--- config.mk ---
export PLATFORM = sky130hd
export DESIGN_NAME = http_start_line_parser_unit_flat
export DESIGN_NICKNAME = d
export VERILOG_FILES = /design/src/rtl/hslp_pkg.sv /design/src/rtl/hslp_if.sv /design/src/rtl/hslp_char_class.sv /design/src/rtl/hslp_parser_core.sv /design/src/rtl/http_start_line_parser_unit.sv /design/src/flat_wrapper.sv
export VERILOG_INCLUDE_DIRS = /design/src /design/src/rtl
export SDC_FILE = /design/constraint.sdc
export NUM_CORES = 1
export LEC_CHECK = 0
export BUFFER_PORTS_ARGS = -buffer_cell sky130_fd_sc_hd__buf_4
export CAP_MARGIN = 15
export CORE_MARGIN = 2
export CORE_UTILIZATION = 59
export DETAILED_ROUTE_END_ITERATION = 7
export PLACE_DENSITY_LB_ADDON = 0.15
export SLEW_MARGIN = 10
export SYNTH_ARGS = -nofsm -noshare
export SYNTH_HDL_FRONTEND = slang
export SYNTH_SLANG_ARGS = --single-unit
--- constraint.sdc ---
create_clock -name i_clk -period 5.9 [get_ports i_clk]
set_input_delay 1.18 -clock i_clk [delete_from_list [all_inputs] [get_ports i_clk]]
set_output_delay 1.18 -clock i_clk [all_outputs]
set_load 0.03 [all_outputs]
--- src/rtl/http_start_line_parser_unit_assert.svh ---
// ----------------------------------------------------------------------------
// HTTP start line parser assertion macros
// Shared property forms for the checks at the end of the top level.
// ----------------------------------------------------------------------------
`ifndef HTTP_START_LINE_PARSER_UNIT_ASSERT_SVH
`define HTTP_START_LINE_PARSER_UNIT_ASSERT_SVH

// Same-cycle implication, checked on every clock edge outside reset.
`define HSLP_ASSERT_IMP(lbl, ante, cons, msg) \
    lbl: assert property (@(posedge i_clk) disable iff (!i_rst_n) (ante) |-> (cons)) \
        else $error(msg);

// Next-cycle implication, checked on every clock edge outside reset.
`define HSLP_ASSERT_NXT(lbl, ante, cons, msg) \
    lbl: assert property (@(posedge i_clk) disable iff (!i_rst_n) (ante) |=> (cons)) \
        else $error(msg);

`endif

--- src/rtl/hslp_pkg.sv ---
// ----------------------------------------------------------------------------
// HTTP start line parser package
// Phase encoding, byte constants and the result record of the parser.
// ----------------------------------------------------------------------------
package hslp_pkg;

    // Phases of the start line automaton.
    typedef enum logic [4:0] {
        PH_START, PH_METHOD, PH_TFIRST, PH_TARGET,
        PH_VH, PH_VT1, PH_VT2, PH_VP, PH_VSL,
        PH_VMAJ, PH_VDOT, PH_VMIN, PH_VEND,
        PH_S1, PH_S2, PH_S3, PH_SSP, PH_TEXT, PH_LF, PH_DONE
    } t_phase;

    // Byte codes that the automaton tests for.
    localparam logic [7:0] CH_TAB   = 8'h09;
    localparam logic [7:0] CH_LF    = 8'h0A;
    localparam logic [7:0] CH_CR    = 8'h0D;
    localparam logic [7:0] CH_SP    = 8'h20;
    localparam logic [7:0] CH_DOT   = 8'h2E;
    localparam logic [7:0] CH_SLASH = 8'h2F;
    localparam logic [7:0] CH_ZERO  = 8'h30;
    localparam logic [7:0] CH_NINE  = 8'h39;
    localparam logic [7:0] CH_H     = 8'h48;
    localparam logic [7:0] CH_P     = 8'h50;
    localparam logic [7:0] CH_T     = 8'h54;
    localparam logic [7:0] CH_DEL   = 8'h7F;

    // Prefix tracker codes: all four letters of "HTTP" seen, or mismatch.
    localparam logic [2:0] PREFIX_FULL = 3'd4;
    localparam logic [2:0] PREFIX_MISS = 3'd7;

    // Largest legal three-digit status value.
    localparam logic [9:0] STATUS_MAX = 10'd999;

    // Character classes of one byte.
    typedef struct packed {
        logic digit;
        logic tchar;
        logic target;
        logic text;
    } t_char_class;

    // One parse result.
    typedef struct packed {
        logic        line_ok;
        logic        is_response;
        logic [3:0]  version_major;
        logic [3:0]  version_minor;
        logic [9:0]  status_code;
        logic [13:0] method_length;
        logic [12:0] target_offset;
        logic [13:0] target_length;
        logic [12:0] text_offset;
        logic [13:0] text_length;
    } t_result;

endpackage

--- src/rtl/hslp_if.sv ---
// ----------------------------------------------------------------------------
// HTTP start line parser channels
// Valid/ready channels for line bytes in and parse results out.
// ----------------------------------------------------------------------------

// Byte channel: one line byte per item, with a last-byte flag.
interface hslp_in_if;
    logic       valid;
    logic       ready;
    logic [7:0] line_byte;
    logic       final_byte;

    modport source (output valid, output line_byte, output final_byte, input ready);
    modport sink   (input valid, input line_byte, input final_byte, output ready);
endinterface

// Result channel: one parse result per item.
interface hslp_out_if;
    logic        valid;
    logic        ready;
    logic        line_ok;
    logic        is_response;
    logic [3:0]  version_major;
    logic [3:0]  version_minor;
    logic [9:0]  status_code;
    logic [13:0] method_length;
    logic [12:0] target_offset;
    logic [13:0] target_length;
    logic [12:0] text_offset;
    logic [13:0] text_length;

    modport source (
        output valid, input ready,
        output line_ok, output is_response, output version_major, output version_minor,
        output status_code, output method_length, output target_offset,
        output target_length, output text_offset, output text_length
    );
    modport sink (
        input valid, output ready,
        input line_ok, input is_response, input version_major, input version_minor,
        input status_code, input method_length, input target_offset,
        input target_length, input text_offset, input text_length
    );
endinterface

--- src/rtl/hslp_char_class.sv ---
// ----------------------------------------------------------------------------
// HTTP start line parser character classifier
// Sorts one byte into the digit, token, target and text classes.
// ----------------------------------------------------------------------------
module hslp_char_class (
    input  logic [7:0]           i_byte,
    output hslp_pkg::t_char_class o_class
);

    logic w_digit;
    logic w_alnum;
    logic w_tchar;
    logic w_target;
    logic w_text;

    // Letters and digits belong to both the token and the target classes.
    assign w_digit = (i_byte >= hslp_pkg::CH_ZERO) && (i_byte <= hslp_pkg::CH_NINE);
    assign w_alnum = w_digit
        || ((i_byte >= 8'h41) && (i_byte <= 8'h5A))
        || ((i_byte >= 8'h61) && (i_byte <= 8'h7A));

    // Token punctuation allowed in a method.
    always_comb begin
        case (i_byte) inside
            8'h21, 8'h23, 8'h24, 8'h25, 8'h26, 8'h27, 8'h2A, 8'h2B,
            8'h2D, 8'h2E, 8'h5E, 8'h5F, 8'h60, 8'h7C, 8'h7E: begin
                w_tchar = 1'b1;
            end
            default: begin
                w_tchar = w_alnum;
            end
        endcase
    end

    // Punctuation allowed in a request target.
    always_comb begin
        case (i_byte) inside
            8'h21, 8'h24, 8'h25, 8'h26, 8'h27, 8'h28, 8'h29, 8'h2A,
            8'h2B, 8'h2C, 8'h2D, 8'h2E, 8'h2F, 8'h3A, 8'h3B, 8'h3D,
            8'h3F, 8'h40, 8'h5B, 8'h5D, 8'h5F, 8'h7E: begin
                w_target = 1'b1;
            end
            default: begin
                w_target = w_alnum;
            end
        endcase
    end

    // Reason text takes tab, space and every printable or high byte.
    assign w_text = (i_byte == hslp_pkg::CH_TAB)
        || ((i_byte >= hslp_pkg::CH_SP) && (i_byte != hslp_pkg::CH_DEL));

    // Gather the classes into one record.
    always_comb begin
        o_class.digit  = w_digit;
        o_class.tchar  = w_tchar;
        o_class.target = w_target;
        o_class.text   = w_text;
    end

endmodule

--- src/rtl/hslp_parser_core.sv ---
// ----------------------------------------------------------------------------
// HTTP start line parser core
// Byte automaton with its position counters; forms the result of each line.
// ----------------------------------------------------------------------------
module hslp_parser_core #(
    parameter int unsigned MAX_LINE = 8192
) (
    input  logic              i_clk,
    input  logic              i_rst_n,
    input  logic              i_step,
    input  logic [7:0]        i_line_byte,
    input  logic              i_final_byte,
    output hslp_pkg::t_result o_result
);

    localparam int unsigned POS_W = $clog2(MAX_LINE + 1);
    localparam logic [POS_W-1:0] POS_LIMIT = POS_W'(MAX_LINE);

    hslp_pkg::t_char_class w_class;

    hslp_pkg::t_phase r_phase, n_phase;
    logic [POS_W-1:0] r_pos, n_pos;
    logic [2:0]       r_prefix, n_prefix;
    logic             r_failed, n_failed;
    logic             r_kind, n_kind;
    logic [3:0]       r_major, n_major;
    logic [3:0]       r_minor, n_minor;
    logic [9:0]       r_status, n_status;
    logic [POS_W-1:0] r_first_len, n_first_len;
    logic [POS_W-1:0] r_second_start, n_second_start;
    logic [POS_W-1:0] r_second_len, n_second_len;

    logic             w_pos_ok;
    logic [3:0]       w_digit;

    // Letters of the "HTTP" prefix in order.
    function automatic logic [7:0] http_word_char(input logic [1:0] idx);
        logic [7:0] ch;
        case (idx)
            2'd0:    ch = hslp_pkg::CH_H;
            2'd3:    ch = hslp_pkg::CH_P;
            default: ch = hslp_pkg::CH_T;
        endcase
        return ch;
    endfunction

    // Count matching prefix letters; any miss parks the tracker.
    function automatic logic [2:0] track_prefix(input logic [2:0] prefix, input logic [7:0] b);
        logic [2:0] nxt;
        if ((prefix < hslp_pkg::PREFIX_FULL) && (b == http_word_char(prefix[1:0]))) begin
            nxt = prefix + 3'd1;
        end else begin
            nxt = hslp_pkg::PREFIX_MISS;
        end
        return nxt;
    endfunction

    hslp_char_class u_char_class (
        .i_byte  (i_line_byte),
        .o_class (w_class)
    );

    assign w_pos_ok = r_pos < POS_LIMIT;
    assign w_digit  = 4'(i_line_byte - hslp_pkg::CH_ZERO);

    // Next state of the automaton for the byte in hand.
    always_comb begin
        n_phase        = r_phase;
        n_pos          = r_pos;
        n_prefix       = r_prefix;
        n_failed       = r_failed;
        n_kind         = r_kind;
        n_major        = r_major;
        n_minor        = r_minor;
        n_status       = r_status;
        n_first_len    = r_first_len;
        n_second_start = r_second_start;
        n_second_len   = r_second_len;
        if (i_step) begin
            if (!w_pos_ok) begin
                n_failed = 1'b1;
            end else if (!r_failed) begin
                unique case (r_phase)
                    hslp_pkg::PH_START: begin
                        if (!w_class.tchar) begin
                            n_failed = 1'b1;
                        end else begin
                            n_prefix    = track_prefix(r_prefix, i_line_byte);
                            n_first_len = POS_W'(1);
                            n_phase     = hslp_pkg::PH_METHOD;
                        end
                    end
                    hslp_pkg::PH_METHOD: begin
                        if (i_line_byte == hslp_pkg::CH_SP) begin
                            n_phase = hslp_pkg::PH_TFIRST;
                        end else if ((i_line_byte == hslp_pkg::CH_SLASH)
                                     && (r_prefix == hslp_pkg::PREFIX_FULL)) begin
                            n_kind  = 1'b1;
                            n_phase = hslp_pkg::PH_VMAJ;
                        end else if (w_class.tchar) begin
                            n_prefix    = track_prefix(r_prefix, i_line_byte);
                            n_first_len = r_first_len + 1'b1;
                        end else begin
                            n_failed = 1'b1;
                        end
                    end
                    hslp_pkg::PH_TFIRST: begin
                        if (!w_class.target) begin
                            n_failed = 1'b1;
                        end else begin
                            n_second_start = r_pos;
                            n_second_len   = POS_W'(1);
                            n_phase        = hslp_pkg::PH_TARGET;
                        end
                    end
                    hslp_pkg::PH_TARGET: begin
                        if (i_line_byte == hslp_pkg::CH_SP) begin
                            n_phase = hslp_pkg::PH_VH;
                        end else if (w_class.target) begin
                            n_second_len = r_second_len + 1'b1;
                        end else begin
                            n_failed = 1'b1;
                        end
                    end
                    hslp_pkg::PH_VH: begin
                        if (i_line_byte == hslp_pkg::CH_H) n_phase = hslp_pkg::PH_VT1;
                        else n_failed = 1'b1;
                    end
                    hslp_pkg::PH_VT1: begin
                        if (i_line_byte == hslp_pkg::CH_T) n_phase = hslp_pkg::PH_VT2;
                        else n_failed = 1'b1;
                    end
                    hslp_pkg::PH_VT2: begin
                        if (i_line_byte == hslp_pkg::CH_T) n_phase = hslp_pkg::PH_VP;
                        else n_failed = 1'b1;
                    end
                    hslp_pkg::PH_VP: begin
                        if (i_line_byte == hslp_pkg::CH_P) n_phase = hslp_pkg::PH_VSL;
                        else n_failed = 1'b1;
                    end
                    hslp_pkg::PH_VSL: begin
                        if (i_line_byte == hslp_pkg::CH_SLASH) n_phase = hslp_pkg::PH_VMAJ;
                        else n_failed = 1'b1;
                    end
                    hslp_pkg::PH_VMAJ: begin
                        if (!w_class.digit) begin
                            n_failed = 1'b1;
                        end else begin
                            n_major = w_digit;
                            n_phase = hslp_pkg::PH_VDOT;
                        end
                    end
                    hslp_pkg::PH_VDOT: begin
                        if (i_line_byte == hslp_pkg::CH_DOT) n_phase = hslp_pkg::PH_VMIN;
                        else n_failed = 1'b1;
                    end
                    hslp_pkg::PH_VMIN: begin
                        if (!w_class.digit) begin
                            n_failed = 1'b1;
                        end else begin
                            n_minor = w_digit;
                            n_phase = hslp_pkg::PH_VEND;
                        end
                    end
                    hslp_pkg::PH_VEND: begin
                        // A status line continues with a space, a request ends here.
                        if (r_kind) begin
                            if (i_line_byte == hslp_pkg::CH_SP) n_phase = hslp_pkg::PH_S1;
                            else n_failed = 1'b1;
                        end else begin
                            if (i_line_byte == hslp_pkg::CH_CR) n_phase = hslp_pkg::PH_LF;
                            else n_failed = 1'b1;
                        end
                    end
                    hslp_pkg::PH_S1, hslp_pkg::PH_S2, hslp_pkg::PH_S3: begin
                        if (!w_class.digit) begin
                            n_failed = 1'b1;
                        end else begin
                            n_status = (r_status << 3) + (r_status << 1) + 10'(w_digit);
                            unique case (r_phase)
                                hslp_pkg::PH_S1: n_phase = hslp_pkg::PH_S2;
                                hslp_pkg::PH_S2: n_phase = hslp_pkg::PH_S3;
                                default:         n_phase = hslp_pkg::PH_SSP;
                            endcase
                        end
                    end
                    hslp_pkg::PH_SSP: begin
                        if (i_line_byte != hslp_pkg::CH_SP) begin
                            n_failed = 1'b1;
                        end else begin
                            n_second_start = r_pos + 1'b1;
                            n_second_len   = '0;
                            n_phase        = hslp_pkg::PH_TEXT;
                        end
                    end
                    hslp_pkg::PH_TEXT: begin
                        if (i_line_byte == hslp_pkg::CH_CR) begin
                            n_phase = hslp_pkg::PH_LF;
                        end else if (w_class.text) begin
                            n_second_len = r_second_len + 1'b1;
                        end else begin
                            n_failed = 1'b1;
                        end
                    end
                    hslp_pkg::PH_LF: begin
                        if (i_line_byte == hslp_pkg::CH_LF) n_phase = hslp_pkg::PH_DONE;
                        else n_failed = 1'b1;
                    end
                    default: begin
                        // Anything after the closing line feed spoils the line.
                        n_failed = 1'b1;
                    end
                endcase
            end
            if (w_pos_ok) begin
                n_pos = r_pos + 1'b1;
            end
        end
    end

    // Result of the line as it stands after this byte; all zero when invalid.
    always_comb begin
        o_result = '0;
        if (!n_failed && (n_phase == hslp_pkg::PH_DONE)) begin
            o_result.line_ok       = 1'b1;
            o_result.is_response   = n_kind;
            o_result.version_major = n_major;
            o_result.version_minor = n_minor;
            if (n_kind) begin
                o_result.status_code = n_status;
                o_result.text_offset = 13'(n_second_start);
                o_result.text_length = 14'(n_second_len);
            end else begin
                o_result.method_length = 14'(n_first_len);
                o_result.target_offset = 13'(n_second_start);
                o_result.target_length = 14'(n_second_len);
            end
        end
    end

    // State registers; a final byte returns the automaton to start of line.
    always_ff @(posedge i_clk) begin
        if (!i_rst_n || (i_step && i_final_byte)) begin
            r_phase        <= hslp_pkg::PH_START;
            r_pos          <= '0;
            r_prefix       <= '0;
            r_failed       <= 1'b0;
            r_kind         <= 1'b0;
            r_major        <= '0;
            r_minor        <= '0;
            r_status       <= '0;
            r_first_len    <= '0;
            r_second_start <= '0;
            r_second_len   <= '0;
        end else begin
            r_phase        <= n_phase;
            r_pos          <= n_pos;
            r_prefix       <= n_prefix;
            r_failed       <= n_failed;
            r_kind         <= n_kind;
            r_major        <= n_major;
            r_minor        <= n_minor;
            r_status       <= n_status;
            r_first_len    <= n_first_len;
            r_second_start <= n_second_start;
            r_second_len   <= n_second_len;
        end
    end

endmodule

--- src/rtl/http_start_line_parser_unit.sv ---
// ----------------------------------------------------------------------------
// HTTP start line parser
// Checks one HTTP request or status line, one byte per item, and reports
// its kind, version, status and field positions on the last byte.
// ----------------------------------------------------------------------------
// Usage:
//   i_in carries one byte of the start line per item, with final_byte set on
//   the last byte. Every byte but the last produces no result; the last byte
//   produces exactly one item on o_out and starts a fresh line.
//   A byte is registered in the input register on acceptance and then run
//   through the automaton; the result is loaded into the output register
//   when the final byte is processed. One byte is taken every cycle while no
//   final byte waits on a pending result, set by the input register and the
//   automaton update.
//   Lines longer than MAX_LINE bytes come out with line_ok low and all other
//   fields zero, as does any line that breaks the request or status form.
//   When o_out stalls, a pending result waits in the output register and
//   bytes keep flowing; only a further final byte waits until the pending
//   result is taken, which in turn holds i_in.ready low.
//   Reset puts the automaton at start of line and empties both registers.
// ----------------------------------------------------------------------------
`include "http_start_line_parser_unit_assert.svh"

module http_start_line_parser_unit #(
    parameter int unsigned MAX_LINE = 8192
) (
    input  logic        i_clk,
    input  logic        i_rst_n,
    hslp_in_if.sink     i_in,
    hslp_out_if.source  o_out
);

    logic              r_in_valid;
    logic [7:0]        r_in_byte;
    logic              r_in_final;
    logic              r_out_valid;
    hslp_pkg::t_result r_out;
    hslp_pkg::t_result w_result;
    logic              w_step;

    // A held byte moves on unless it closes a line and the result slot is full and not being taken.
    assign w_step     = r_in_valid && (!r_in_final || !r_out_valid || o_out.ready);
    assign i_in.ready = !r_in_valid || w_step;

    // Input register.
    always_ff @(posedge i_clk) begin
        if (!i_rst_n) begin
            r_in_valid <= 1'b0;
        end else if (i_in.valid && i_in.ready) begin
            r_in_valid <= 1'b1;
        end else if (w_step) begin
            r_in_valid <= 1'b0;
        end
    end

    always_ff @(posedge i_clk) begin
        if (i_in.valid && i_in.ready) begin
            r_in_byte  <= i_in.line_byte;
            r_in_final <= i_in.final_byte;
        end
    end

    hslp_parser_core #(
        .MAX_LINE (MAX_LINE)
    ) u_parser_core (
        .i_clk        (i_clk),
        .i_rst_n      (i_rst_n),
        .i_step       (w_step),
        .i_line_byte  (r_in_byte),
        .i_final_byte (r_in_final),
        .o_result     (w_result)
    );

    // Result register.
    always_ff @(posedge i_clk) begin
        if (!i_rst_n) begin
            r_out_valid <= 1'b0;
        end else if (w_step && r_in_final) begin
            r_out_valid <= 1'b1;
        end else if (o_out.ready) begin
            r_out_valid <= 1'b0;
        end
    end

    always_ff @(posedge i_clk) begin
        if (w_step && r_in_final) begin
            r_out <= w_result;
        end
    end

    assign o_out.valid         = r_out_valid;
    assign o_out.line_ok       = r_out.line_ok;
    assign o_out.is_response   = r_out.is_response;
    assign o_out.version_major = r_out.version_major;
    assign o_out.version_minor = r_out.version_minor;
    assign o_out.status_code   = r_out.status_code;
    assign o_out.method_length = r_out.method_length;
    assign o_out.target_offset = r_out.target_offset;
    assign o_out.target_length = r_out.target_length;
    assign o_out.text_offset   = r_out.text_offset;
    assign o_out.text_length   = r_out.text_length;

    // A closing byte is never processed over a result that is still waiting.
    `HSLP_ASSERT_IMP(a_no_overwrite, w_step && r_in_final, !r_out_valid || o_out.ready, "result overwritten")

    // A result shows up only right after a closing byte was processed.
    `HSLP_ASSERT_IMP(a_out_from_final, $rose(r_out_valid), $past(w_step && r_in_final), "result without final byte")

    // A rejected line carries nothing but zeros.
    `HSLP_ASSERT_IMP(a_bad_line_zero, r_out_valid && !r_out.line_ok, (r_out.is_response == 1'b0) && (r_out.status_code == '0) && (r_out.method_length == '0) && (r_out.target_length == '0) && (r_out.text_length == '0), "invalid line has fields")

    // A closing byte always leaves a result pending in the next cycle.
    `HSLP_ASSERT_NXT(a_final_gives_out, w_step && r_in_final, r_out_valid && (r_out.status_code <= hslp_pkg::STATUS_MAX), "final byte lost")

endmodule

--- src/flat_wrapper.sv ---
// flat-port wrapper written by rule: the top's interface ports become plain ports
module http_start_line_parser_unit_flat 
#(
    parameter int unsigned MAX_LINE = 8192
)
  (i_clk, i_rst_n, i_in_valid, i_in_line_byte, i_in_final_byte, i_in_ready, o_out_valid, o_out_ready, o_out_line_ok, o_out_is_response, o_out_version_major, o_out_version_minor, o_out_status_code, o_out_method_length, o_out_target_offset, o_out_target_length, o_out_text_offset, o_out_text_length);
  hslp_in_if i_in_i ();
  hslp_out_if o_out_i ();
  input  logic i_clk;
  input  logic i_rst_n;
  input wire logic [$bits(i_in_i.valid)-1:0] i_in_valid;
  input wire logic [$bits(i_in_i.line_byte)-1:0] i_in_line_byte;
  input wire logic [$bits(i_in_i.final_byte)-1:0] i_in_final_byte;
  output wire logic [$bits(i_in_i.ready)-1:0] i_in_ready;
  output wire logic [$bits(o_out_i.valid)-1:0] o_out_valid;
  input wire logic [$bits(o_out_i.ready)-1:0] o_out_ready;
  output wire logic [$bits(o_out_i.line_ok)-1:0] o_out_line_ok;
  output wire logic [$bits(o_out_i.is_response)-1:0] o_out_is_response;
  output wire logic [$bits(o_out_i.version_major)-1:0] o_out_version_major;
  output wire logic [$bits(o_out_i.version_minor)-1:0] o_out_version_minor;
  output wire logic [$bits(o_out_i.status_code)-1:0] o_out_status_code;
  output wire logic [$bits(o_out_i.method_length)-1:0] o_out_method_length;
  output wire logic [$bits(o_out_i.target_offset)-1:0] o_out_target_offset;
  output wire logic [$bits(o_out_i.target_length)-1:0] o_out_target_length;
  output wire logic [$bits(o_out_i.text_offset)-1:0] o_out_text_offset;
  output wire logic [$bits(o_out_i.text_length)-1:0] o_out_text_length;
  assign i_in_i.valid = i_in_valid;
  assign i_in_i.line_byte = i_in_line_byte;
  assign i_in_i.final_byte = i_in_final_byte;
  assign i_in_ready = i_in_i.ready;
  assign o_out_valid = o_out_i.valid;
  assign o_out_i.ready = o_out_ready;
  assign o_out_line_ok = o_out_i.line_ok;
  assign o_out_is_response = o_out_i.is_response;
  assign o_out_version_major = o_out_i.version_major;
  assign o_out_version_minor = o_out_i.version_minor;
  assign o_out_status_code = o_out_i.status_code;
  assign o_out_method_length = o_out_i.method_length;
  assign o_out_target_offset = o_out_i.target_offset;
  assign o_out_target_length = o_out_i.target_length;
  assign o_out_text_offset = o_out_i.text_offset;
  assign o_out_text_length = o_out_i.text_length;
  http_start_line_parser_unit #(.MAX_LINE(MAX_LINE)) u_core (.i_clk(i_clk), .i_rst_n(i_rst_n), .i_in(i_in_i), .o_out(o_out_i));
endmodule
==> impl_metrics.env, run 1 <==
export IMPL_status="completed"
export IMPL_path_cells="or4_1, a32oi_1, nand3_1, or3_1, a2111oi_0, nor4_1, nand4_1, buf_4, inv_2, and3_1"
export IMPL_die_x_um=130.0
export IMPL_drive_gt1_share_pct=16.48
export IMPL_clk_pin_slew_ns=0.07
export IMPL_fin_nets=1086
export IMPL_finish_utilization_pct=68.51
export IMPL_cts_setup_buffers=0
export IMPL_post_route_period_util_pct=71.75
export IMPL_h_tree_depth=4
export IMPL_io_buffer_count=102
export IMPL_crit_type="reg2reg"
export IMPL_cts_tree="built"
export IMPL_cp_arrival_ns=4.41
export IMPL_peakVddDrop_mv=0.1919
export IMPL_skew_ns=0.01066
export IMPL_p_switching_uw=669.5
export IMPL_p_clk_share_pct=41.6
export IMPL_drt_initial_drc_count=935
export IMPL_synth_edff_count=97
export IMPL_hp_class="reg2reg"
export IMPL_worstPathMaxFanout=52
export IMPL_initial_core_util_pct=59.63
export IMPL_switching_share_pct=24.89
export IMPL_vias=7884
export IMPL_postCtsResizedCells=0
export IMPL_yosysSeqAreaShare_pct=49.25
export IMPL_gp_congestion=1.045
export IMPL_cpMaxStageDelayCell="edfxtp_1"
export IMPL_finalHoldViolCount=0
export IMPL_first_pass_iters=6
export IMPL_setup_violations=0
export IMPL_ios=103
export IMPL_grt_max_degree=89
export IMPL_cp_required_ns=6.08
export IMPL_worstSetupEndpointType="flip-flop"
export IMPL_cts_buffers=17
export IMPL_p_per_area_nw_per_um2=249.9
export IMPL_slew_headroom_pct=24.89
export IMPL_syn_inst=986
export IMPL_synth_seq_cells=182
export IMPL_synth_area_leaders="edfxtp_1 (31%), dfxtp_1 (18%), nor2_1 (5.4%)"
export IMPL_drv_slew=0
export IMPL_p_int_uw=2021
export IMPL_synthesis_area_um2=9369
export IMPL_grt_pass1_wl_um=37650
export IMPL_ys_types=72
export IMPL_reg2reg_from="u_core.r_in_byte[1]"
export IMPL_ff2ff_path_depth=10
export IMPL_final_antenna_net_count=0
export IMPL_ys_flop_type="edfxtp_1"
export IMPL_p_leak_uw=0.003662
export IMPL_min_period_ns=4.233
export IMPL_drc=0
export IMPL_grt_usage_pct=28.46
export IMPL_die_area_um2=16900
export IMPL_total_power_uw=2690
export IMPL_setup_worst_path_end="u_core.o_out.method_length[11]"
export IMPL_core_area_um2=15710
export IMPL_cts_hold_buffers_added=0
export IMPL_routedWlPerCell_um=18.46
export IMPL_diodes=0
export IMPL_grt_pass1_vias=7166
export IMPL_fill_cells=1316
export IMPL_clock_sinks=182
export IMPL_pwr_share_comb_pct=7.0
export IMPL_dp_slack_ns=1.745
export IMPL_post_synth_top_area_cell="edfxtp_1"
export IMPL_reg2reg_to="u_core.o_out.method_length[11]"
export IMPL_antenna_found_initial=0
export IMPL_syn_nets=1023
export IMPL_crit_start="u_core.r_in_byte[1]"
export IMPL_cp_start_kind="flip-flop"
export IMPL_cts_buffer_depth=2
export IMPL_synth_top_area_share_pct=31.09
export IMPL_max_freq_ghz=0.2362
export IMPL_tns_ns=0
export IMPL_critical_path_max_stage_delay_ns=0.69
export IMPL_finalWirelength_um=23590
export IMPL_die_y_um=130.0
export IMPL_num_rows=46
export IMPL_fin_ws_ns=1.667
export IMPL_synth_async_reset_ratio_pct=0
export IMPL_p_seq_share_pct=51.4
export IMPL_worst_pin_slew_ns=1.127
export IMPL_rsz0062_at_grt="no"
export IMPL_avgSynthCellArea_um2=9.502
export IMPL_clkLatencyLatePin_ns=0.43
export IMPL_viasPerCell=6.169
export IMPL_reg2reg_slack_ns=1.67
export IMPL_maxCapViolCount=0
export IMPL_grt_overflow=0
export IMPL_yosysWarningCount=0
export IMPL_clock_tree_root_cell="clkbuf_16"
export IMPL_dp_hpwl_um=15790
export IMPL_areaGrowthSynthToFinish_pct=14.89
==> sequential cells by signal, indices dropped and copies added, names as in the netlist, 10 cells and up <==
register                             count
u_core.o_out.method_length              14
u_core.o_out.target_length              14
u_core.o_out.text_length                14
u_core.u_parser_core.r_first_len        14
u_core.u_parser_core.r_pos              14
u_core.u_parser_core.r_second_len       14
u_core.o_out.target_offset              13
u_core.o_out.text_offset                13
u_core.u_parser_core.r_second_start     13
u_core.o_out.status_code                10
u_core.u_parser_core.r_status           10
==> layer usage <==
layer / wire, um / vias to the layer above / share of wire [%] / GRT usage, %
met3: 1571 / 44 / 6.7 / 5.658
met5: 0 / - / 0 / 0
met2: 10820 / 315 / 46 / 44.07
met1: 10720 / 3753 / 45 / 40.91
met4: 480 / 0 / 2.0 / 8.096
li1: - / 3772 / - / -
==> Yosys cell counts (10+ instances only) <==
cell / n
nor2b_1: 14
nor3b_1: 10
nor3_2: 11
ha_1: 22
xnor2_1: 13
nand4_1: 17
and3_1: 26
nor2_1: 135
edfxtp_1: 97
mux2i_1: 12
nand3_1: 31
nand2_1: 60
a21oi_1: 57
inv_1: 20
clkbuf_1: 45
o21ai_0: 39
a22oi_1: 13
nor3_1: 83
xor2_1: 13
buf_2: 11
dfxtp_1: 85
==> logic make-up after synthesis <==
logic type                 after synthesis  synth area share [%]
AOI/OAI and AO/OA                      204                 14.36
xor gates and xnor gates                26                 2.431
adders and majority gates               24                 3.365
buffers and inverters                   88                 4.113
DFF                                    182                 49.25
muxes                                   12                 1.282
and+or+nand+nor                        450                 25.20
==> layout by cell type, fill, tap and decap left out, types with 8 or more instances in the layout <==
cell type,synthesis,final
a21oi_1,57,56
a22oi_1,13,13
a31oi_1,9,9
and2_1,8,8
and3_1,26,25
buf_4,3,111
clkbuf_16,0,17
dfxtp_1,85,85
edfxtp_1,97,97
ha_1,22,22
inv_1,20,20
mux2i_1,12,12
nand2_1,60,60
nand3_1,31,31
nand4_1,17,17
nor2_1,135,135
nor2b_1,14,14
nor3_1,83,83
nor3_2,11,11
nor3b_1,10,10
o21ai_0,39,39
xnor2_1,13,13
xor2_1,13,13
==> per-stage QoR <==
| stage | hold slack (ns) | cell area (um^2) | cells |
|---|---|---|---|
| floorplan | 0.4458 | 9369 | 986 |
| global placement | 0.4632 | 10180 | 1246 |
| detailed placement | 0.4653 | 10180 | 1246 |
| CTS | 0.4952 | 10760 | 1278 |
| global route | 0.5287 | 10760 | 1278 |
| finish | 0.4920 | 10760 | 1278 |
==> worst max-delay path, delay by kind of cell (launching register included) <==
family                 cells  cell delay (ns)
buffers and inverters      2             0.58
AND/OR/NAND/NOR            6             1.87
flip-flops                 1             0.69
AO/OA/AOI/OAI              2             0.81
==> power groups by stage <==
| stage | combinational (uW) | sequential [uW] | clock (uW) |
|---|---|---|---|
| 2_1_floorplan | 93.5 | 1440 | 0 |
| 3_3_place_gp | 186 | 1410 | 0 |
| 3_5_place_dp | 188 | 1410 | 0 |
| 4_1_cts | 188 | 1380 | 1130 |
| 5_1_grt | 203 | 1390 | 1180 |
| 6_report | 189 | 1380 | 1120 |
==> worst min path at each step <==
stage,slack [ns],end,startpoint,cells past startpoint
2_1_floorplan,0.45,u_core.u_parser_core.r_status[9],u_core.u_parser_core.r_status[9],2
3_3_place_gp,0.46,u_core.u_parser_core.r_status[9],u_core.u_parser_core.r_status[9],2
3_5_place_dp,0.47,u_core.u_parser_core.r_status[9],u_core.u_parser_core.r_status[9],2
4_1_cts,0.50,u_core.u_parser_core.r_pos[1],u_core.u_parser_core.r_pos[1],2
5_1_grt,0.53,u_core.u_parser_core.r_pos[1],u_core.u_parser_core.r_pos[1],2
6_report,0.49,u_core.u_parser_core.r_major[3],u_core.u_parser_core.r_major[3],2
==> cell type report <==
cell class	instances	area, um^2	area share [%]
inverter	21	78.83	0.7323
clock buffer	18	439.2	4.080
sequential	182	4614	42.87
clock inverter	14	140.1	1.302
tap	216	270.3	2.511
timing repair buffer	111	833.3	7.741
multi-input combinational	716	4388	40.76
Note: power is estimated with default switching activity, not from simulation.
==> run 2, diff against run 1 <==
--- a/config.mk
+++ b/config.mk
@@ -6,6 +6,7 @@
 export SDC_FILE = /design/constraint.sdc
 export NUM_CORES = 1
 export LEC_CHECK = 0
+export ABC_AREA = 1
 export BUFFER_PORTS_ARGS = -buffer_cell sky130_fd_sc_hd__buf_4
 export CAP_MARGIN = 15
 export CORE_MARGIN = 2
==> constraint.sdc (replaced) <==
create_clock -name i_clk -period 3.9 [get_ports i_clk]
set_input_delay 0.78 -clock i_clk [delete_from_list [all_inputs] [get_ports i_clk]]
set_output_delay 0.78 -clock i_clk [all_outputs]
set_load 0.03 [all_outputs]
==> impl_metrics.env, run 2 <==
export IMPL_viasPerCell=5.472
export IMPL_regArea_um2=4614
export IMPL_syn_nets=1150
export IMPL_fin_nets=1255
export IMPL_synth_top_area_share_pct=31.93
export IMPL_drv_slew=0
export IMPL_finalWirelength_um=21140
export IMPL_maxCapViolCount=0
export IMPL_ios=103
export IMPL_areaGrowthSynthToFinish_pct=17.51
export IMPL_syn_inst=1113
export IMPL_setup_violations=0
export IMPL_synth_edff_count=97
export IMPL_grt_overflow=0
export IMPL_switching_share_pct=25.59
export IMPL_hp_class="reg2reg"
export IMPL_cts_buffers=17
export IMPL_cp_arrival_ns=3.32
export IMPL_multi_input_area_um2=3841
export IMPL_grt_pass1_wl_um=34780
export IMPL_die_area_um2=16480
export IMPL_drt_initial_drc_count=724
export IMPL_post_route_period_util_pct=80.77
export IMPL_synthesis_area_um2=9124
export IMPL_dp_hpwl_um=14940
export IMPL_ys_flop_type="edfxtp_1"
export IMPL_cts_setup_buffers=0
export IMPL_grt_usage_pct=26.59
export IMPL_cts_hold_buffers_added=0
export IMPL_min_period_ns=3.150
export IMPL_yosysWarningCount=0
export IMPL_grt_pass1_vias=7210
export IMPL_antenna_found_initial=0
export IMPL_clkLatencyLatePin_ns=0.44
export IMPL_post_synth_top_area_cell="edfxtp_1"
export IMPL_initial_core_util_pct=60.24
export IMPL_pwr_share_comb_pct=6.9
export IMPL_clock_sinks=182
export IMPL_cp_required_ns=4.07
export IMPL_finalHoldViolCount=0
export IMPL_gp_congestion=0.9786
export IMPL_max_freq_ghz=0.3175
export IMPL_worstSetupEndpointType="flip-flop"
export IMPL_p_seq_share_pct=50.5
export IMPL_slew_headroom_pct=47.48
export IMPL_synth_async_reset_ratio_pct=0
export IMPL_h_tree_depth=4
export IMPL_worstPathMaxFanout=41
export IMPL_final_antenna_net_count=0
export IMPL_skew_ns=0.01077
export IMPL_num_rows=45
export IMPL_tns_ns=0
export IMPL_vias=7765
export IMPL_grt_max_degree=69
export IMPL_cts_buffer_depth=2
export IMPL_clk_pin_slew_ns=0.07
export IMPL_die_y_um=128.4
export IMPL_yosysMostFrequentCell="nor2_1"
export IMPL_crit_type="reg2reg"
export IMPL_p_clk_share_pct=42.6
export IMPL_peakVddDrop_mv=0.2751
export IMPL_rsz0062_at_grt="no"
export IMPL_ys_top_cells_by_count="nor2_1 (217), nand2_1 (188), inv_1 (132), edfxtp_1 (97), o21ai_0 (88)"
export IMPL_cp_start_kind="flip-flop"
export IMPL_layout_common_cells="nor2_1 (217), nand2_1 (187), inv_1 (131)"
export IMPL_worst_pin_slew_ns=0.7878
export IMPL_diodes=0
export IMPL_drive_gt1_share_pct=16.25
export IMPL_avgSynthCellArea_um2=8.197
export IMPL_finish_utilization_pct=70.79
export IMPL_drc=0
export IMPL_postCtsResizedCells=0
export IMPL_clock_tree_root_cell="clkbuf_16"
export IMPL_routedWlPerCell_um=14.89
export IMPL_io_buffer_count=102
export IMPL_synth_area_leaders="edfxtp_1 (32%), dfxtp_1 (19%), nor2_1 (8.9%)"
export IMPL_ys_types=47
export IMPL_p_switching_uw=1048
export IMPL_p_int_uw=3049
export IMPL_core_area_um2=15150
export IMPL_p_leak_uw=0.004363
export IMPL_yosysSeqAreaShare_pct=50.58
export IMPL_die_x_um=128.4
export IMPL_first_pass_iters=6
export IMPL_cts_tree="built"
export IMPL_final_common_cell="nor2_1"
export IMPL_p_per_area_nw_per_um2=382.2
export IMPL_synth_seq_cells=182
export IMPL_fill_cells=1205
export IMPL_status="completed"
## run 2: changes by cell type after synthesis, sizes merged, moves of 14 or more
| cell | before | now |
|---|---|---|
| nand2 | 60 | 192 |
| inv | 21 | 139 |
| nor2 | 135 | 246 |
| nor3 | 94 | 16 |
| o21ai | 42 | 93 |
| clkbuf | 45 | 15 |
| and3 | 26 | 0 |
| nand3 | 31 | 57 |
| a21oi | 57 | 35 |
| nor2b | 14 | 0 |
## run 2: cells by family after synthesis
kind of cell             after synthesis  synth area share (%)
XOR/XNOR                              27                 2.592
flip-flops                           182                 50.58
adder cells (fa/ha/maj)               24                 3.456
multiplexers                           4                0.4389
AO/OA/AOI/OAI                        175                 10.89
buffers and inverters                170                 7.405
AND/OR/NAND/NOR                      531                 24.64
## run 2: area by class of cell
| cell class | count | area share [%] |
|---|---|---|
| clock buffers | 17 | 3.968 |
| clock inverters | 15 | 1.704 |
| inverters | 140 | 4.913 |
| multi-input cells | 761 | 35.83 |
| flip-flops and latches | 182 | 43.04 |
| well taps | 188 | 2.194 |
| repair buffers | 116 | 8.356 |
## run 2: final timing paths
kind | slack, ns | start | cells past startpoint | to
worst max-delay path | 0.75 | u_core.r_in_byte[1] | 14 | u_core.o_out.target_length[1]
worst max register to register | 0.75 | u_core.r_in_byte[1] | 14 | u_core.o_out.target_length[1]
worst min-delay path | 0.49 | u_core.u_parser_core.r_pos[13] | 2 | u_core.u_parser_core.r_pos[13]
worst min register to register | 0.49 | u_core.u_parser_core.r_pos[13] | 2 | u_core.u_parser_core.r_pos[13]
## run 2: stage by stage
stage                     hold slack [ns]  total power, uW  std cells  setup WS (ns)  instance area, um^2
after global routing               0.5085             4225       1419         0.4914                10720
after detailed placement           0.4683             2394       1387         0.6711                10110
final                              0.4908             4097       1419         0.7500                10720
after global placement             0.4517             2389       1387         0.7502                10110
after CTS                          0.4876             4108       1419         0.7875                10720
after floorplan                    0.4403             2300       1113         0.6347                 9124
## run 2: power by group through the flow
stage               sequential, uW  combinational, uW  clock, uW
floorplan                     2140                159          0
global placement              2110                276          0
detailed placement            2110                280          0
CTS                           2070                281       1760
global route                  2080                312       1840
finish                        2070                282       1740
## run 2: metal layers
layer  part of all wire [%]  vias up  GRT usage [%]  wire length [um]
li1                       -     3881              -                 -
met1                     45     3586          36.74              9589
met2                     47      261          42.96             10030
met3                    5.3       37          4.158              1124
met4                    1.9        0          9.438               398
met5                      0        -              0                 0
## run 2: critical path, stage by stage, from the launching register on
cell	delay, ns
edfxtp_1	0.54
nor2_2	0.23
nand2_1	0.15
nand2_1	0.12
nand3_1	0.08
a21oi_2	0.32
nand2_1	0.20
nand2_1	0.09
buf_4	0.18
nand3_1	0.09
nand2_1	0.13
a21oi_2	0.09
nand3_1	0.10
buf_4	0.43
nor2_1	0.10
==> run 3, diff against run 2 <==
--- a/config.mk
+++ b/config.mk
@@ -10,7 +10,7 @@
 export BUFFER_PORTS_ARGS = -buffer_cell sky130_fd_sc_hd__buf_4
 export CAP_MARGIN = 15
 export CORE_MARGIN = 2
-export CORE_UTILIZATION = 59
+export CORE_UTILIZATION = 53
 export DETAILED_ROUTE_END_ITERATION = 7
 export PLACE_DENSITY_LB_ADDON = 0.15
 export SLEW_MARGIN = 10
==> constraint.sdc (replaced) <==
create_clock -name i_clk -period 2.55 [get_ports i_clk]
set_input_delay 0.51 -clock i_clk [delete_from_list [all_inputs] [get_ports i_clk]]
set_output_delay 0.51 -clock i_clk [all_outputs]
set_load 0.03 [all_outputs]
==> impl_metrics.env, run 3 (synthesis results as in run 2) <==
export IMPL_clkLatencyLatePin_ns=0.44
export IMPL_dp_hpwl_um=16990
export IMPL_clk_pin_slew_ns=0.07
export IMPL_cp_arrival_ns=3.04
export IMPL_gr_usage_met1_pct=34.85
export IMPL_dp_slack_ns=-0.2079
export IMPL_vias=8581
export IMPL_initial_core_util_pct=54.63
export IMPL_finalWirelength_um=26260
export IMPL_slew_headroom_pct=61.14
export IMPL_peakVddDrop_mv=0.4331
export IMPL_busiest_layer="met2"
export IMPL_clock_tree_root_cell="clkbuf_16"
export IMPL_grt_overflow=0
export IMPL_routedWlPerCell_um=16.45
export IMPL_grtUsageMet2_pct=44.64
export IMPL_crit_type="reg2reg"
export IMPL_worst_pin_slew_ns=0.5829
export IMPL_finalHoldViolCount=0
export IMPL_die_area_um2=18280
export IMPL_die_y_um=135.2
export IMPL_whs_path_depth=1
export IMPL_use_met3_pct=4.153
export IMPL_h_tree_depth=4
export IMPL_core_area_um2=16700
export IMPL_die_x_um=135.2
export IMPL_post_route_period_util_pct=108.0
export IMPL_hp_class="in2reg"
export IMPL_fill_cells=1178
export IMPL_diodes=0
export IMPL_cts_tree="built"
export IMPL_viasPerCell=5.377
export IMPL_skew_ns=0.01229
export IMPL_grt_max_degree=90
export IMPL_cp_start_kind="flip-flop"
export IMPL_drc=0
export IMPL_first_pass_iters=5
export IMPL_worstSetupEndpointType="flip-flop"
export IMPL_worstPathMaxFanout=11
export IMPL_antenna_found_initial=0
export IMPL_cts_buffers=17
export IMPL_clock_sinks=182
export IMPL_layout_common_cells="buf_4 (235), nand2_1 (154), nor2_1 (149)"
export IMPL_setup_violations=79
export IMPL_reg2reg_slack_ns=-0.20
export IMPL_cts_hold_buffers_added=0
export IMPL_grt_usage_pct=26.21
export IMPL_reg2reg_to="u_core.o_out.method_length[11]"
export IMPL_num_rows=47
export IMPL_maxCapViolCount=0
export IMPL_ff2ff_path_depth=14
export IMPL_final_common_cell="buf_4"
export IMPL_max_freq_ghz=0.3631
export IMPL_cts_buffer_depth=2
export IMPL_status="complete, but fails checks"
export IMPL_min_period_ns=2.754
export IMPL_final_antenna_net_count=0
export IMPL_p_leak_uw=0.005302
export IMPL_drive_gt1_share_pct=36.12
export IMPL_grt_pass1_vias=7832
export IMPL_gp_congestion=0.9384
export IMPL_cp_required_ns=2.84
export IMPL_io_buffer_count=102
export IMPL_p_per_area_nw_per_um2=500.7
export IMPL_rsz0062_at_grt="yes"
export IMPL_areaGrowthSynthToFinish_pct=41.09
export IMPL_reg2reg_from="u_core.r_in_byte[6]"
export IMPL_violations="setup timing"
export IMPL_ios=103
export IMPL_fin_nets=1400
export IMPL_hold_start="i_in_final_byte"
export IMPL_fin_ws_ns=-0.2040
export IMPL_grt_pass1_wl_um=37810
export IMPL_drt_initial_drc_count=601
export IMPL_drv_slew=0
export IMPL_total_power_uw=6445
export IMPL_hold_end="u_core.r_in_final"
-- run 3: changes by cell type in the layout (fill, tap and decap cells not counted), sizes merged --
cell and change:
buf +139, clkinvlp +1, bufinv -1, clkbuf +7
inv -1
-- run 3: worst max-delay path: stages, from the launching register on --
cell and delay [ns]:
edfxtp_1 0.49, nor2_4 0.20, nand2_2 0.12, nor2_4 0.20
nand2_2 0.09, nand2_2 0.08, nand4_1 0.14, nor2_2 0.17
nor2_2 0.07, a21oi_4 0.13, nand3_2 0.12, nor2_4 0.19
nand3_4 0.23, clkbuf_16 0.26, nor2_1 0.11
-- run 3: layout make-up --
| class | count | area, um^2 | share of cell area (%) |
|---|---|---|---|
| multi-input combinational | 761 | 4644 | 36.08 |
| sequential | 182 | 4618 | 35.88 |
| timing repair buffer | 261 | 2192 | 17.03 |
| inverter | 140 | 534.3 | 4.150 |
| clock buffer | 18 | 450.4 | 3.499 |
| tap | 220 | 275.3 | 2.138 |
| clock inverter | 14 | 157.7 | 1.225 |
-- run 3: where the power goes --
group	internal (uW)	leakage (uW)	switching, uW
Combinational	228	0.00335	382
Clock	1380	0.000295	1300
Sequential	3120	0.00165	36.4
Total	4730	0.00530	1710
-- run 3: how the worst max path moves through the flow --
stage                             start                             end  slack, ns  cells past startpoint
finish              u_core.r_in_byte[6]  u_core.o_out.method_length[11]      -0.20                     14
CTS                 u_core.r_in_byte[1]     u_core.o_out.text_offset[1]      -0.03                     14
floorplan           u_core.r_in_byte[3]     u_core.o_out.status_code[8]      0.003                     10
global placement    u_core.r_in_byte[2]    u_core.o_out.text_offset[12]      -0.12                     14
detailed placement  u_core.r_in_byte[2]   u_core.o_out.target_offset[8]      -0.21                     15
global route        u_core.r_in_byte[6]  u_core.o_out.method_length[11]      -0.32                     16
-- run 3: timing repair --
action	CTS	global route
resized for setup	39	205
gates cloned	0	7
pin swaps	6	30
setup buffers	6	25
endpoints found under the setup margin	90	132
-- run 3: per-stage QoR --
stage / hold slack, ns / TNS (ns) / instance area (um^2) / util [%] / cells
after floorplan: 0.4403 / 0 / 9131 / - / 1113
after global placement: 0.4642 / -4.433 / 11010 / 65.94 / 1526
after detailed placement: 0.4668 / -10.63 / 11010 / 65.94 / 1526
after CTS: 0.2335 / -0.4013 / 11810 / 70.73 / 1564
after global routing: 0.2334 / -22.85 / 12870 / 77.08 / 1596
final: 0.2454 / -11.04 / 12870 / 77.08 / 1596
-- run 3: routing by layer --
layer	routed length (um)	vias up
li1	-	4169
met1	11250	4074
met2	13230	296
met3	1262	42
met4	519	0
met5	0	-
